**src/sv/sirb_pkg.sv**
```systemverilog
// shared types and constants of the sorted insert list
`default_nettype none

package sirb_pkg;

   // default list size and key width
   localparam int DEPTH_DEFAULT     = 64;
   localparam int KEY_WIDTH_DEFAULT = 6;

   // width of the rank field of a result
   localparam int POS_WIDTH = 6;

   // commands from the controller to the datapath
   typedef struct packed {
      logic load;   // latch a new key and set up the listing
      logic step;   // handle one entry and load the result register
   } cmd_type;

   // status from the datapath to the controller
   typedef struct packed {
      logic out_free;  // result register can take a new transaction
      logic last;      // entry under work is the final one of the listing
   } status_type;

endpackage

`default_nettype wire

```
**src/sv/sirb_ctrl.sv**
```systemverilog
// controller state machine of the sorted insert list
`default_nettype none

module sirb_ctrl (
   input  wire logic                 clock,
   input  wire logic                 reset,
   input  wire logic                 req_valid,
   output logic                      req_ready,
   input  wire sirb_pkg::status_type status,
   output sirb_pkg::cmd_type         cmd
);

   typedef enum logic [2:0] {
      ST_IDLE  = 3'b001,
      ST_FETCH = 3'b010,
      ST_EMIT  = 3'b100
   } state_type;

   state_type state_ff;
   state_type state_in;

   // handshake and commands
   always_comb begin
      req_ready = (state_ff == ST_IDLE);
      cmd.load  = req_valid && (state_ff == ST_IDLE);
      cmd.step  = (state_ff == ST_EMIT) && status.out_free;
   end

   // next state
   always_comb begin
      state_in = state_ff;
      unique case (state_ff)
         ST_IDLE: begin
            if (req_valid) begin
               state_in = ST_FETCH;
            end
         end
         ST_FETCH: begin
            state_in = ST_EMIT;
         end
         ST_EMIT: begin
            if (status.out_free && status.last) begin
               state_in = ST_IDLE;
            end
         end
         default: begin
            state_in = ST_IDLE;
         end
      endcase
   end

   // state register
   always_ff @(posedge clock) begin
      if (reset) begin
         state_ff <= ST_IDLE;
      end else begin
         state_ff <= state_in;
      end
   end

endmodule

`default_nettype wire

```
**src/sv/sirb_dpath.sv**
```systemverilog
// datapath of the sorted insert list: list memory, merge logic, result register
`default_nettype none

module sirb_dpath #(
   parameter int DEPTH     = sirb_pkg::DEPTH_DEFAULT,
   parameter int KEY_WIDTH = sirb_pkg::KEY_WIDTH_DEFAULT
) (
   input  wire logic                           clock,
   input  wire logic                           reset,
   input  wire logic [KEY_WIDTH-1:0]           req_key,
   output logic                                rsp_valid,
   input  wire logic                           rsp_ready,
   output logic [KEY_WIDTH-1:0]                rsp_entry_value,
   output logic [sirb_pkg::POS_WIDTH-1:0]      rsp_entry_position,
   output logic                                rsp_last_entry,
   output logic                                rsp_insert_dropped,
   input  wire sirb_pkg::cmd_type              cmd,
   output sirb_pkg::status_type                status
);

   localparam int IDX_W = (DEPTH > 1) ? $clog2(DEPTH) : 1;
   localparam int CNT_W = $clog2(DEPTH + 1);

   // list memory, ascending from address 0
   logic [KEY_WIDTH-1:0] mem [DEPTH];

   logic [KEY_WIDTH-1:0] rdata_ff;
   logic [IDX_W-1:0]     rd_addr;

   logic [CNT_W-1:0]     count_ff;
   logic [CNT_W-1:0]     total_ff;
   logic [CNT_W-1:0]     total_in;
   logic                 drop_ff;
   logic                 drop_in;
   logic [KEY_WIDTH-1:0] key_ff;
   logic [IDX_W-1:0]     idx_ff;
   logic [KEY_WIDTH-1:0] carry_ff;
   logic                 inserted_ff;

   logic                 last;
   logic                 wr_en;
   logic [KEY_WIDTH-1:0] emit_val;
   logic                 take_key;

   logic                              rsp_valid_ff;
   logic [KEY_WIDTH-1:0]              rsp_value_ff;
   logic [sirb_pkg::POS_WIDTH-1:0]    rsp_pos_ff;
   logic                              rsp_last_ff;
   logic                              rsp_drop_ff;

   // listing setup for a new key
   always_comb begin
      drop_in  = (count_ff == CNT_W'(DEPTH));
      total_in = drop_in ? count_ff : count_ff + CNT_W'(1);
   end

   // merge of the new key into the ascending walk
   always_comb begin
      last     = ((CNT_W'(idx_ff) + CNT_W'(1)) == total_ff);
      take_key = 1'b0;
      emit_val = rdata_ff;
      if (drop_ff) begin
         emit_val = rdata_ff;
      end else if (last) begin
         emit_val = inserted_ff ? carry_ff : key_ff;
      end else if (inserted_ff) begin
         emit_val = carry_ff;
      end else if (rdata_ff > key_ff) begin
         emit_val = key_ff;
         take_key = 1'b1;
      end
      wr_en = cmd.step && !drop_ff;
   end

   // read address runs one entry ahead once the current one is handled
   assign rd_addr = cmd.step ? idx_ff + IDX_W'(1) : idx_ff;

   // list memory ports
   always_ff @(posedge clock) begin
      if (wr_en) begin
         mem[idx_ff] <= emit_val;
      end
      rdata_ff <= mem[rd_addr];
   end

   // entry count
   always_ff @(posedge clock) begin
      if (reset) begin
         count_ff <= '0;
      end else if (cmd.load) begin
         count_ff <= total_in;
      end
   end

   // walk state
   always_ff @(posedge clock) begin
      if (cmd.load) begin
         key_ff      <= req_key;
         drop_ff     <= drop_in;
         total_ff    <= total_in;
         idx_ff      <= '0;
         inserted_ff <= 1'b0;
      end else if (cmd.step) begin
         idx_ff <= idx_ff + IDX_W'(1);
         if (take_key || inserted_ff) begin
            carry_ff <= rdata_ff;
         end
         if (take_key) begin
            inserted_ff <= 1'b1;
         end
      end
   end

   // result register
   always_ff @(posedge clock) begin
      if (reset) begin
         rsp_valid_ff <= 1'b0;
      end else if (cmd.step) begin
         rsp_valid_ff <= 1'b1;
      end else if (rsp_ready) begin
         rsp_valid_ff <= 1'b0;
      end
   end

   always_ff @(posedge clock) begin
      if (cmd.step) begin
         rsp_value_ff <= emit_val;
         rsp_pos_ff   <= sirb_pkg::POS_WIDTH'(idx_ff);
         rsp_last_ff  <= last;
         rsp_drop_ff  <= drop_ff;
      end
   end

   assign rsp_valid          = rsp_valid_ff;
   assign rsp_entry_value    = rsp_value_ff;
   assign rsp_entry_position = rsp_pos_ff;
   assign rsp_last_entry     = rsp_last_ff;
   assign rsp_insert_dropped = rsp_drop_ff;

   // status to the controller
   always_comb begin
      status.out_free = !rsp_valid_ff || rsp_ready;
      status.last     = last;
   end

endmodule

`default_nettype wire

```
**src/sv/sorted_insert_ring_buffer_core.sv**
```systemverilog
// top level of the sorted insert list
`default_nettype none

// Keeps an ascending list of up to DEPTH keys. Each request transaction
// carries one key; it is placed after every equal entry, and the whole list
// is then returned as one response transaction per entry, in ascending
// order, with its rank and a flag on the final entry. When the list is
// already full the key is discarded, the list is returned unchanged and
// every response of that listing has insert_dropped set. Insertion and
// readout share one ascending walk over a single list memory, one entry a
// cycle while the output register can take it; after acceptance and a
// memory read, a request holding the list at n entries before it yields
// n + 1 responses, or n when the list is already full and the key is
// dropped. A new request is taken once the last response of the previous
// listing has been loaded into the output register.
module sorted_insert_ring_buffer_core #(
   parameter int DEPTH     = sirb_pkg::DEPTH_DEFAULT,
   parameter int KEY_WIDTH = sirb_pkg::KEY_WIDTH_DEFAULT
) (
   input  wire logic                           clock,
   input  wire logic                           reset,
   input  wire logic                           req_valid,
   output logic                                req_ready,
   input  wire logic [KEY_WIDTH-1:0]           req_key,
   output logic                                rsp_valid,
   input  wire logic                           rsp_ready,
   output logic [KEY_WIDTH-1:0]                rsp_entry_value,
   output logic [sirb_pkg::POS_WIDTH-1:0]      rsp_entry_position,
   output logic                                rsp_last_entry,
   output logic                                rsp_insert_dropped
);

   sirb_pkg::cmd_type    cmd;
   sirb_pkg::status_type status;

   // sequencing
   sirb_ctrl u_ctrl (
      .clock     (clock),
      .reset     (reset),
      .req_valid (req_valid),
      .req_ready (req_ready),
      .status    (status),
      .cmd       (cmd)
   );

   // list storage and result path
   sirb_dpath #(
      .DEPTH     (DEPTH),
      .KEY_WIDTH (KEY_WIDTH)
   ) u_dpath (
      .clock              (clock),
      .reset              (reset),
      .req_key            (req_key),
      .rsp_valid          (rsp_valid),
      .rsp_ready          (rsp_ready),
      .rsp_entry_value    (rsp_entry_value),
      .rsp_entry_position (rsp_entry_position),
      .rsp_last_entry     (rsp_last_entry),
      .rsp_insert_dropped (rsp_insert_dropped),
      .cmd                (cmd),
      .status             (status)
   );

endmodule

`default_nettype wire
```
**config.mk**
```make
export PLATFORM = sky130hd
export DESIGN_NAME = sorted_insert_ring_buffer_core
export DESIGN_NICKNAME = d
export VERILOG_FILES = /design/src/sv/sirb_pkg.sv /design/src/sv/sirb_ctrl.sv /design/src/sv/sirb_dpath.sv /design/src/sv/sorted_insert_ring_buffer_core.sv
export SDC_FILE = /design/constraint.sdc
export NUM_CORES = 1
export LEC_CHECK = 0
export BUFFER_PORTS_ARGS = -buffer_cell sky130_fd_sc_hd__buf_4
export CAP_MARGIN = 20
export CORE_MARGIN = 2
export CORE_UTILIZATION = 50
export CTS_CLUSTER_DIAMETER = 200
export DETAILED_ROUTE_END_ITERATION = 8
export PLACE_DENSITY = 0.66
export SYNTH_ARGS = -nofsm -noshare
export SYNTH_HDL_FRONTEND = slang
export SYNTH_HIERARCHICAL = 1
export SYNTH_SLANG_ARGS = --single-unit
```
**constraint.sdc**
```tcl
create_clock -name clock -period 3.42 [get_ports clock]
set_input_delay 0.342 -clock clock [delete_from_list [all_inputs] [get_ports clock]]
set_output_delay 0.342 -clock clock [all_outputs]
set_load 0.1 [all_outputs]
```
==> results.sh, run 1 <==
export IMPL_timing_final_crit_share_pct=92.4
export IMPL_p_seq_share_pct=53.8
export IMPL_die_area_um2=43200
export IMPL_synth_ff_latch_count=442
export IMPL_cts_root_buf="clkbuf_16"
export IMPL_multiInputGateArea_um2=7200
export IMPL_p_int_uw=8860
export IMPL_dp_cells=1848
export IMPL_power_per_cell_area_nw_per_um2=478
export IMPL_netlist_cell_type_count=62
export IMPL_worst_hold_startpoint="req_valid"
export IMPL_antenna_left=0
export IMPL_final_setup_viol_count=0
export IMPL_worstPathArrival_ns=3.46
export IMPL_initial_utilization_pct=50.8
export IMPL_complex_gate_fraction_of_the_synthesized_area_pct=7.22
export IMPL_global_route_usage_total_pct=25.0
export IMPL_rr_endpoint="u_dpath/mem[40][0]"
export IMPL_clock_power_share_pct=43.3
export IMPL_timing_hold_worst_endpoint="u_ctrl/state_ff[1]"
export IMPL_worst_skew_pair_late_latency_ns=0.59
export IMPL_xor_and_xnor_area_share_after_synthesis_pct=0.970
export IMPL_maxSlewHeadroom_pct=43.6
export IMPL_holdWs_ns=0.0389
export IMPL_num_io_pins=26
export IMPL_drt_first_pass_iters=6
export IMPL_holdCritPathClass="input port to register"
export IMPL_syn_area_um2=20800
export IMPL_cts_sinks=442
export IMPL_global_route_overflow_total=0
export IMPL_setup_repair_after_global_routing_missed_its_margin="no"
export IMPL_post_route_cells_drive_above_1_share_pct=23.4
export IMPL_clock_skew_final_ns=0.0293
export IMPL_worstHoldPathCells=3
export IMPL_area_growth_syn_to_layout_pct=12.8
export IMPL_yosysWarningCount=6
export IMPL_required_ns=3.72
export IMPL_tritoncts="yes"
export IMPL_die_boundary_height_um=208
export IMPL_tritoncts_num_buffers=47
export IMPL_fillCellCount=3154
export IMPL_place_port_buffers=25
export IMPL_crit_reg2reg_launch="u_dpath/idx_ff[4]"
export IMPL_synth_top_family_by_area="multiplexers"
export IMPL_routed_wl_um=53600
export IMPL_post_synth_and_or_nand_nor_area_fraction_pct=5.24
export IMPL_vdd_drop_max_v=0.000374
export IMPL_cp_end_kind="register"
export IMPL_r2r_worst_path_cells=8
export IMPL_cts_hold_repair_buffers=7
export IMPL_first_iter_violations=1342
export IMPL_slew_viol_final=0
export IMPL_synth_fa_ha_area_share_pct=0.542
export IMPL_synth_enable_flop_cells=418
export IMPL_net_switching_uw=2350
export IMPL_row_count=74
export IMPL_worstMarginPinSlew_ns=0.847
export IMPL_status="complete, no violations"
export IMPL_final_cells=1940
export IMPL_cts_path_max_buffers=3
export IMPL_syn_avg_cell_area_um2=16.0
export IMPL_routed_via_density=6.61
export IMPL_final_net_count=1391
export IMPL_synth_ff_type="edfxtp_1"
export IMPL_grt_max_degree=90
export IMPL_setup_slack_of_the_worst_register_to_register_path_ns=0.26
export IMPL_post_dp_hpwl_um=34000
export IMPL_p_leak_uw=0.00705
export IMPL_setup_tns_final_ns=0
export IMPL_critical_path_class="register to register"
export IMPL_mappedNetlistNets=1319
export IMPL_cts_max_level=2
export IMPL_asyncSetResetFlopFracSynth_pct=0
export IMPL_cts_resized=0
export IMPL_routed_via_count=12800
export IMPL_area_sequential_um2=13000
export IMPL_grt_antenna_before_repair=0
export IMPL_fin_crit_ns=3.16
export IMPL_synthesis_instances=1300
export IMPL_switching_share_pct=20.9
export IMPL_postCtsSetupRepairBufs=0
export IMPL_clkTransAtPathRegs_ns=0.06
export IMPL_avgRoutedWirePerCell_um=27.7
export IMPL_n_antenna_cell=0
export IMPL_cp_start_kind="register"
export IMPL_max_cap_viol_count=0
export IMPL_comb_power_share_pct=2.9
export IMPL_route_detailed_drc=0
export IMPL_hold_viol_final=0
export IMPL_place_congestion=0.903
export IMPL_fmaxAchievable_ghz=0.317
export IMPL_synth_seq_area_share_pct=62.7
export IMPL_synthMuxAreaShare_pct=20.6
export IMPL_vias_in_the_first_global_route=12800
export IMPL_wire_length_of_the_first_global_routing_pass_um=81000
export IMPL_critical_path_peak_fanout=48
export IMPL_coreArea_um2=40900
export IMPL_fp_dieW_um=208
-- cell families (layout without fill, tap and decap cells) --
group                    count (synthesis)  count (layout)
flip-flops                             442             442
multiplexers                           265             265
AND/OR/NAND/NOR                        232             232
AO/OA/AOI/OAI                          217             217
buffers and inverters                  112             220
XOR/XNOR                                23              23
adder cells (fa/ha/maj)                  9               9
-- power by group through the flow --
stage | Sequential, µW | Combinational, µW | Clock (µW)
2_1_floorplan | 6130 | 180 | 0
6_report | 6020 | 330 | 4850
3_5_place_dp | 6140 | 323 | 0
4_1_cts | 6020 | 328 | 4920
5_1_grt | 6020 | 357 | 5140
3_3_place_gp | 6140 | 312 | 0
-- final cells by class --
type / count / share of cell area [%]
flip-flops and latches: 442 / 55.7
repair buffers: 120 / 4.35
multi-input cells: 746 / 30.7
inverters: 15 / 0.240
clock inverters: 20 / 0.732
clock buffers: 65 / 5.44
well taps: 532 / 2.84
-- sequential cells by signal, indices dropped and copies added (netlist names) --
name / count
u_ctrl/state_ff: 3
u_dpath/carry_ff: 6
u_dpath/count_ff: 7
u_dpath/drop_ff: 1
u_dpath/idx_ff: 6
u_dpath/inserted_ff: 1
u_dpath/key_ff: 6
u_dpath/mem: 384
u_dpath/rdata_ff: 6
u_dpath/rsp_entry_position: 6
u_dpath/rsp_entry_value: 6
u_dpath/rsp_insert_dropped: 1
u_dpath/rsp_last_entry: 1
u_dpath/rsp_valid: 1
u_dpath/total_ff: 7
-- how the worst max path moves through the flow --
| stage | from | end | slack [ns] |
|---|---|---|---|
| floorplan | u_dpath/rsp_valid | u_dpath/mem[46][0] | 0.16 |
| CTS | u_dpath/idx_ff[4] | u_dpath/mem[40][0] | 0.33 |
| finish | u_dpath/idx_ff[4] | u_dpath/mem[40][0] | 0.26 |
| global route | u_dpath/idx_ff[4] | u_dpath/mem[41][0] | 0.05 |
| global placement | rsp_ready | u_dpath/rdata_ff[3] | 0.42 |
| detailed placement | u_dpath/idx_ff[4] | u_dpath/mem[46][0] | 0.36 |
-- routing by layer --
| metal | global-route usage (%) | vias to the layer above | wire length, µm | part of all wire [%] |
|---|---|---|---|---|
| met3 | 4.57 | 105 | 4800 | 8.9 |
| met5 | 0 | - | 0 | 0 |
| li1 | - | 5457 | - | - |
| met2 | 39.9 | 609 | 25700 | 48 |
| met1 | 34.6 | 6646 | 21500 | 40 |
| met4 | 9.17 | 0 | 1650 | 3.1 |
-- synthesized netlist by cell type (all sizes together), types with 2 or more instances --
master	number	area share [%]
and3	3	0.090
mux2	7	0.38
a211oi	8	0.29
clkbuf	35	0.63
buf	62	1.8
mux2i	129	6.2
a2111oi	6	0.28
o21ai	27	0.65
xnor2	14	0.59
or3	11	0.33
a221o	10	0.48
a221oi	15	0.63
a21oi	34	0.84
xor2	9	0.38
a21o	2	0.072
o22ai	51	1.5
inv	14	0.25
or2	3	0.090
o31ai	7	0.25
nor2	118	2.1
nor2b	4	0.12
o32ai	12	0.51
and2	9	0.27
nand3	18	0.46
nor3b	3	0.13
nand3b	4	0.14
nand2	28	0.51
ha	9	0.54
a22oi	25	0.90
dfxtp	24	2.3
nand2b	4	0.12
nor3	12	0.29
a31oi	4	0.12
nand4	7	0.21
o311ai	7	0.30
a22o	4	0.17
mux4	129	14
edfxtp	418	60
-- layout by cell type (no fill, tap or decap), drive strengths merged, types with 12 or more instances in the layout --
cell type and n:
o22ai 51, a22oi 25, a221oi 15, o21ai 27, edfxtp 418, nor2 118
a21oi 34, clkbuf 65, nor3 12, nand3 18, o32ai 12, clkinv 16
inv 17, mux2i 129, dfxtp 24, xnor2 14, nand2 28, buf 113
mux4 129
-- metrics by stage --
| stage | setup WS (ns) | total power, µW | instance area [µm²] | utilization, % |
|---|---|---|---|---|
| 6_report | 0.261 | 11200 | 23400 | 57.3 |
| 5_1_grt | 0.0496 | 11500 | 23400 | 57.3 |
| 4_1_cts | 0.333 | 11300 | 23400 | 57.3 |
| 3_5_place_dp | 0.361 | 6460 | 21900 | 53.6 |
| 3_3_place_gp | 0.424 | 6450 | 21900 | 53.6 |
| 2_1_floorplan | 0.158 | 6310 | 20800 | - |
-- worst max-delay path, cell delays in order (launching register included) --
cell,delay (ns)
dfxtp_1,0.65
nand3_2,0.34
nor4_1,0.32
a211oi_1,0.10
nor3_1,0.29
buf_4,0.19
and3_1,0.28
a221o_2,0.21
buf_4,0.42
Note: power is estimated with default switching activity, not from simulation.
==> run 2, diff against run 1 <==
- PLACE_DENSITY: 0.66 -> 0.69
==> results.sh, run 2 (same netlist as run 1, synthesis figures left out) <==
export IMPL_antenna_left=0
export IMPL_final_setup_viol_count=0
export IMPL_fin_crit_ns=3.27
export IMPL_row_count=74
export IMPL_holdCritPathClass="input port to register"
export IMPL_clkTransAtPathRegs_ns=0.06
export IMPL_placedInstanceArea_um2=21900
export IMPL_slew_viol_final=0
export IMPL_routed_wl_um=53100
export IMPL_avgRoutedWirePerCell_um=27.4
export IMPL_p_seq_share_pct=54.1
export IMPL_grt_max_degree=75
export IMPL_fp_dieW_um=208
export IMPL_routed_via_count=12800
export IMPL_max_flop_register="u_dpath/mem"
export IMPL_global_route_usage_total_pct=24.7
export IMPL_top_regs="u_dpath/mem: 384 flops, u_dpath/count_ff: 7 flops, u_dpath/total_ff: 7 flops"
export IMPL_cts_path_max_buffers=3
export IMPL_status="complete, no violations"
export IMPL_route_detailed_drc=0
export IMPL_mostFrequentLayoutCells="418 x edfxtp_1, 129 x mux2i_1, 129 x mux4_2, 117 x nor2_1, 105 x buf_4"
export IMPL_cp_start_kind="register"
export IMPL_comb_power_share_pct=3.0
export IMPL_worst_skew_pair_late_latency_ns=0.58
export IMPL_grt_antenna_before_repair=0
export IMPL_largest_reg_flops=384
export IMPL_clock_power_share_pct=42.9
export IMPL_critical_path_peak_fanout=72
export IMPL_cp_end_kind="register"
export IMPL_tritoncts="yes"
export IMPL_vdd_drop_max_v=0.000336
export IMPL_fillCellCount=3083
export IMPL_initial_utilization_pct=50.8
export IMPL_place_congestion=0.866
export IMPL_wire_length_of_the_first_global_routing_pass_um=80800
export IMPL_max_cap_viol_count=0
export IMPL_global_route_overflow_total=0
export IMPL_holdWs_ns=0.0591
export IMPL_critical_path_class="register to register"
export IMPL_vias_in_the_first_global_route=12900
export IMPL_power_per_cell_area_nw_per_um2=476
export IMPL_num_io_pins=26
export IMPL_post_route_cells_drive_above_1_share_pct=23.4
export IMPL_post_dp_hpwl_um=34000
export IMPL_die_boundary_height_um=208
export IMPL_area_growth_syn_to_layout_pct=12.5
export IMPL_clock_skew_final_ns=0.0187
export IMPL_p_int_uw=8830
export IMPL_p_leak_uw=0.00702
export IMPL_final_cells=1937
export IMPL_worstMarginPinSlew_ns=1.17
export IMPL_tritoncts_num_buffers=45
export IMPL_coreArea_um2=40900
export IMPL_first_iter_violations=1579
export IMPL_area_sequential_um2=13000
export IMPL_cts_max_level=2
export IMPL_dp_cells=1846
export IMPL_drt_first_pass_iters=6
export IMPL_timing_final_crit_share_pct=95.6
export IMPL_post_layout_inst_area_um2=23400
export IMPL_multiInputGateArea_um2=7210
export IMPL_n_antenna_cell=0
export IMPL_routed_via_density=6.59
export IMPL_cts_root_buf="clkbuf_16"
export IMPL_maxSlewHeadroom_pct=22.0
export IMPL_fmaxAchievable_ghz=0.306
export IMPL_setup_repair_after_global_routing_missed_its_margin="no"
export IMPL_place_port_buffers=25
export IMPL_required_ns=3.85
export IMPL_final_net_count=1387
export IMPL_cts_sinks=442
export IMPL_switching_share_pct=20.7
export IMPL_mostFrequentLayoutCell="edfxtp_1"
export IMPL_net_switching_uw=2300
export IMPL_worstPathArrival_ns=3.70
export IMPL_hold_viol_final=0
export IMPL_die_area_um2=43200
==> run 2: cell types whose count changed in the layout (fill, tap and decap cells not counted), moves of 2 or more <==
cell	change
clkbuf_8	-3
clkinvlp_4	+2
buf_12	-2
clkinv_2	+4
inv_16	-2
clkbuf_1	-6
clkinv_1	+2
==> run 2: area by class of cell <==
class / count / area share [%]
sequential: 442 / 55.8
inverter: 15 / 0.241
multi-input combinational: 746 / 30.8
clock buffer: 56 / 5.18
tap: 532 / 2.85
clock inverter: 28 / 0.910
timing repair buffer: 118 / 4.19
==> run 2: routing by layer <==
layer | share of wire, % | track usage (%) | vias up
li1 | - | - | 5450
met1 | 41 | 34.4 | 6628
met2 | 49 | 39.5 | 597
met3 | 8.3 | 5.31 | 92
met4 | 2.3 | 7.17 | 0
met5 | 0 | 0 | -
==> run 2: path summary, 6_finish.rpt <==
kind / depth (start not counted) / startpoint / slack [ns] / to
worst max-delay path: 7 / u_dpath/idx_ff[1] / 0.15 / u_dpath/rdata_ff[1]
worst min-delay path: 3 / req_valid / 0.06 / u_ctrl/state_ff[1]
worst max register to register: 7 / u_dpath/idx_ff[1] / 0.15 / u_dpath/rdata_ff[1]
worst min register to register: 0 / u_dpath/rdata_ff[0] / 0.50 / u_dpath/carry_ff[0]
==> run 2: power groups by stage <==
| stage | sequential (µW) | combinational, µW | clock, µW |
|---|---|---|---|
| after floorplan | 6130 | 180 | 0 |
| after global placement | 6140 | 319 | 0 |
| after detailed placement | 6140 | 329 | 0 |
| after CTS | 6020 | 335 | 4840 |
| after global routing | 6020 | 361 | 5050 |
| final | 6020 | 333 | 4780 |
==> run 2: repair_timing <==
| action | CTS | global route |
|---|---|---|
| hold endpoints to repair | 10 | 0 |
| setup buffers | 0 | 0 |
| hold buffers | 7 | 0 |
| resized for setup | 1 | 0 |
| endpoints found under the setup margin | 1 | 0 |
==> run 2: stage by stage <==
step,TNS [ns],worst slack (ns),utilization [%],power (µW)
2_1_floorplan,0,0.158,-,6310
3_3_place_gp,-0.0139,-0.0139,53.5,6460
3_5_place_dp,0,0.0529,53.5,6460
4_1_cts,0,0.150,57.1,11200
5_1_grt,0,0.0324,57.1,11400
6_report,0,0.150,57.1,11100
==> run 2: critical path, stage by stage (launching register included) <==
cell and delay (ns):
dfxtp_4 0.39, buf_12 0.43, mux4_2 0.58, a22o_1 0.24, a221o_1 0.35, a2111oi_1 0.73
buf_4 0.22, o311ai_1 0.10
==> run 3, diff against run 2 <==
- CORE_UTILIZATION: 50 -> 47
- GPL_TIMING_DRIVEN: default -> 0
- PLACE_DENSITY: 0.69 -> 0.65
==> results.sh, run 3 (same netlist as run 1, synthesis figures left out) <==
export IMPL_die_boundary_height_um=214
export IMPL_setup_slack_of_the_worst_register_to_register_path_ns=-0.04
export IMPL_r2r_worst_path_cells=8
export IMPL_slew_viol_final=0
export IMPL_vias_in_the_first_global_route=13400
export IMPL_status="finished, violations left"
export IMPL_avgRoutedWirePerCell_um=31.2
export IMPL_num_io_pins=26
export IMPL_wire_length_of_the_first_global_routing_pass_um=89700
export IMPL_cp_end_kind="register"
export IMPL_pre_cts_setup_slack_ns=-1.43
export IMPL_routed_via_density=6.69
export IMPL_path_common_cell="nor2_2"
export IMPL_required_ns=3.63
export IMPL_routed_via_count=13600
export IMPL_global_route_usage_total_pct=26.7
export IMPL_cts_root_buf="clkbuf_16"
export IMPL_p_leak_uw=0.00719
export IMPL_antenna_left=0
export IMPL_critical_path_peak_fanout=10
export IMPL_worst_setup_path_endpoint="u_dpath/mem[56][5]"
export IMPL_crit_chain="and4bb_4 > buf_2 > inv_1 > clkbuf_4 > clkbuf_2 > nor2_2 > nand2_2 > nor2_2"
export IMPL_placedInstanceArea_um2=21900
export IMPL_top_regs="u_dpath/mem: 384 flops, u_dpath/count_ff: 7 flops, u_dpath/total_ff: 7 flops"
export IMPL_area_growth_syn_to_layout_pct=16.0
export IMPL_initial_utilization_pct=47.3
export IMPL_maxSlewHeadroom_pct=38.2
export IMPL_fmaxAchievable_ghz=0.289
export IMPL_largest_reg_flops=384
export IMPL_mostFrequentLayoutCells="418 x edfxtp_1, 129 x mux2i_1, 129 x mux4_2, 58 x nor2_1, 57 x buf_4"
export IMPL_n_antenna_cell=0
export IMPL_final_setup_viol_count=22
export IMPL_post_route_cells_drive_above_1_share_pct=28.5
export IMPL_max_stage_delay_ns=0.50
export IMPL_post_layout_inst_area_um2=24100
export IMPL_mostFrequentLayoutCell="edfxtp_1"
export IMPL_timing_final_crit_share_pct=101
export IMPL_cts_path_max_buffers=3
export IMPL_hold_viol_final=0
export IMPL_rr_endpoint="u_dpath/mem[56][5]"
export IMPL_tritoncts="yes"
export IMPL_fin_crit_ns=3.46
export IMPL_global_route_overflow_total=0
export IMPL_holdCritPathClass="input port to register"
export IMPL_critical_path_class="register to register"
export IMPL_final_net_count=1418
export IMPL_place_congestion=0.907
export IMPL_cts_max_level=2
export IMPL_post_dp_hpwl_um=41200
export IMPL_vdd_drop_max_v=0.000358
export IMPL_wirelength_met1_um=23800
export IMPL_tritoncts_num_buffers=47
export IMPL_place_port_buffers=25
export IMPL_row_count=77
export IMPL_worst_slack_setup_final_ns=-0.0356
export IMPL_fillCellCount=3437
export IMPL_failed_checks="setup timing"
export IMPL_top_metal_used="met4"
export IMPL_worst_skew_pair_late_latency_ns=0.58
export IMPL_grt_antenna_before_repair=1
export IMPL_route_met3_wl_um=7540
export IMPL_fp_dieW_um=214
export IMPL_worstPathArrival_ns=3.67
export IMPL_multiInputGateArea_um2=7730
export IMPL_cp_start_kind="register"
export IMPL_worstMarginPinSlew_ns=0.921
export IMPL_routed_wl_um=63200
export IMPL_max_flop_register="u_dpath/mem"
export IMPL_route_met2_wl_um=29400
export IMPL_power_per_cell_area_nw_per_um2=477
export IMPL_first_iter_violations=2031
export IMPL_holdWs_ns=0.0306
export IMPL_drt_first_pass_iters=6
export IMPL_grt_max_degree=43
export IMPL_setup_repair_after_global_routing_missed_its_margin="yes"
export IMPL_coreArea_um2=43900
export IMPL_route_detailed_drc=0
export IMPL_clock_skew_final_ns=0.0232
export IMPL_die_area_um2=45900
export IMPL_crit_reg2reg_launch="u_ctrl/state_ff[2]"
export IMPL_setup_tns_final_ns=-0.298
export IMPL_cts_sinks=442
export IMPL_max_cap_viol_count=0
export IMPL_clkTransAtPathRegs_ns=0.06
export IMPL_area_sequential_um2=13000
export IMPL_critPathLaunch="u_ctrl/state_ff[2]"
export IMPL_cp_slowest_cell="dfxtp_1"
==> run 3: changes by cell type in the layout (fill, tap and decap cells not counted), moves of 6 or more <==
cell      before  now
clkbuf_2       0    9
buf_2          0   27
nor2_2         1   29
clkbuf_1       9   29
a221o_4        0    6
nor2_4         0   31
buf_4        105   57
nor2_1       117   58
==> run 3: how the worst min path moves through the flow <==
stage,start,end,slack (ns),depth (start not counted)
global route,req_valid,u_ctrl/state_ff[1],0.06,3
detailed placement,u_dpath/idx_ff[3],u_dpath/rsp_entry_position[3],0.42,0
finish,req_valid,u_ctrl/state_ff[1],0.03,3
global placement,u_dpath/idx_ff[3],u_dpath/rsp_entry_position[3],0.42,0
CTS,req_valid,u_ctrl/state_ff[1],0.02,3
floorplan,u_dpath/idx_ff[3],u_dpath/rsp_entry_position[3],0.40,0
==> run 3: layout make-up <==
cell class	count	share of cell area [%]
Clock inverter	33	1.28
Sequential cell	442	54.1
Inverter	15	0.234
Multi-Input combinational cell	750	32.1
Clock buffer	53	5.06
Buffer	96	2.32
Tap cell	592	3.07
Timing Repair Buffer	47	1.84
==> run 3: what timing repair did <==
| item | in CTS | in global routing |
|---|---|---|
| hold buffers | 7 | 0 |
| resized for setup | 110 | 42 |
| cloned | 1 | 3 |
| endpoints found under the hold margin | 9 | 0 |
| pin swaps | 4 | 4 |
| setup endpoints to repair | 550 | 623 |
| buffers inserted | 3 | 2 |
==> run 3: metal layers <==
| metal | global-route usage (%) | up-vias |
|---|---|---|
| met4 | 10.5 | 0 |
| li1 | - | 5539 |
| met1 | 36.5 | 6985 |
| met5 | 0 | - |
| met3 | 6.62 | 148 |
| met2 | 41.6 | 896 |
==> run 3: report_power, final <==
| group | total (µW) | internal (µW) | switching (µW) |
|---|---|---|---|
| logic | 395 | 120 | 275 |
| clock network | 5060 | 2940 | 2120 |
| registers | 6020 | 6000 | 25.9 |
==> run 3: stage by stage <==
step | power [µW] | util [%] | instances
2_1_floorplan | 6310 | - | 1300
3_3_place_gp | 6450 | 49.4 | 1917
4_1_cts | 11500 | 54.3 | 2024
3_5_place_dp | 6480 | 49.8 | 1927
6_report | 11500 | 54.8 | 2028
5_1_grt | 11800 | 54.8 | 2028
==> run 3: critical path, delay by kind of cell, from the launching register on <==
kind / cells / cell delay (ns)
buffers and inverters: 4 / 0.92
AND/OR/NAND/NOR: 4 / 1.63
flip-flops: 1 / 0.50
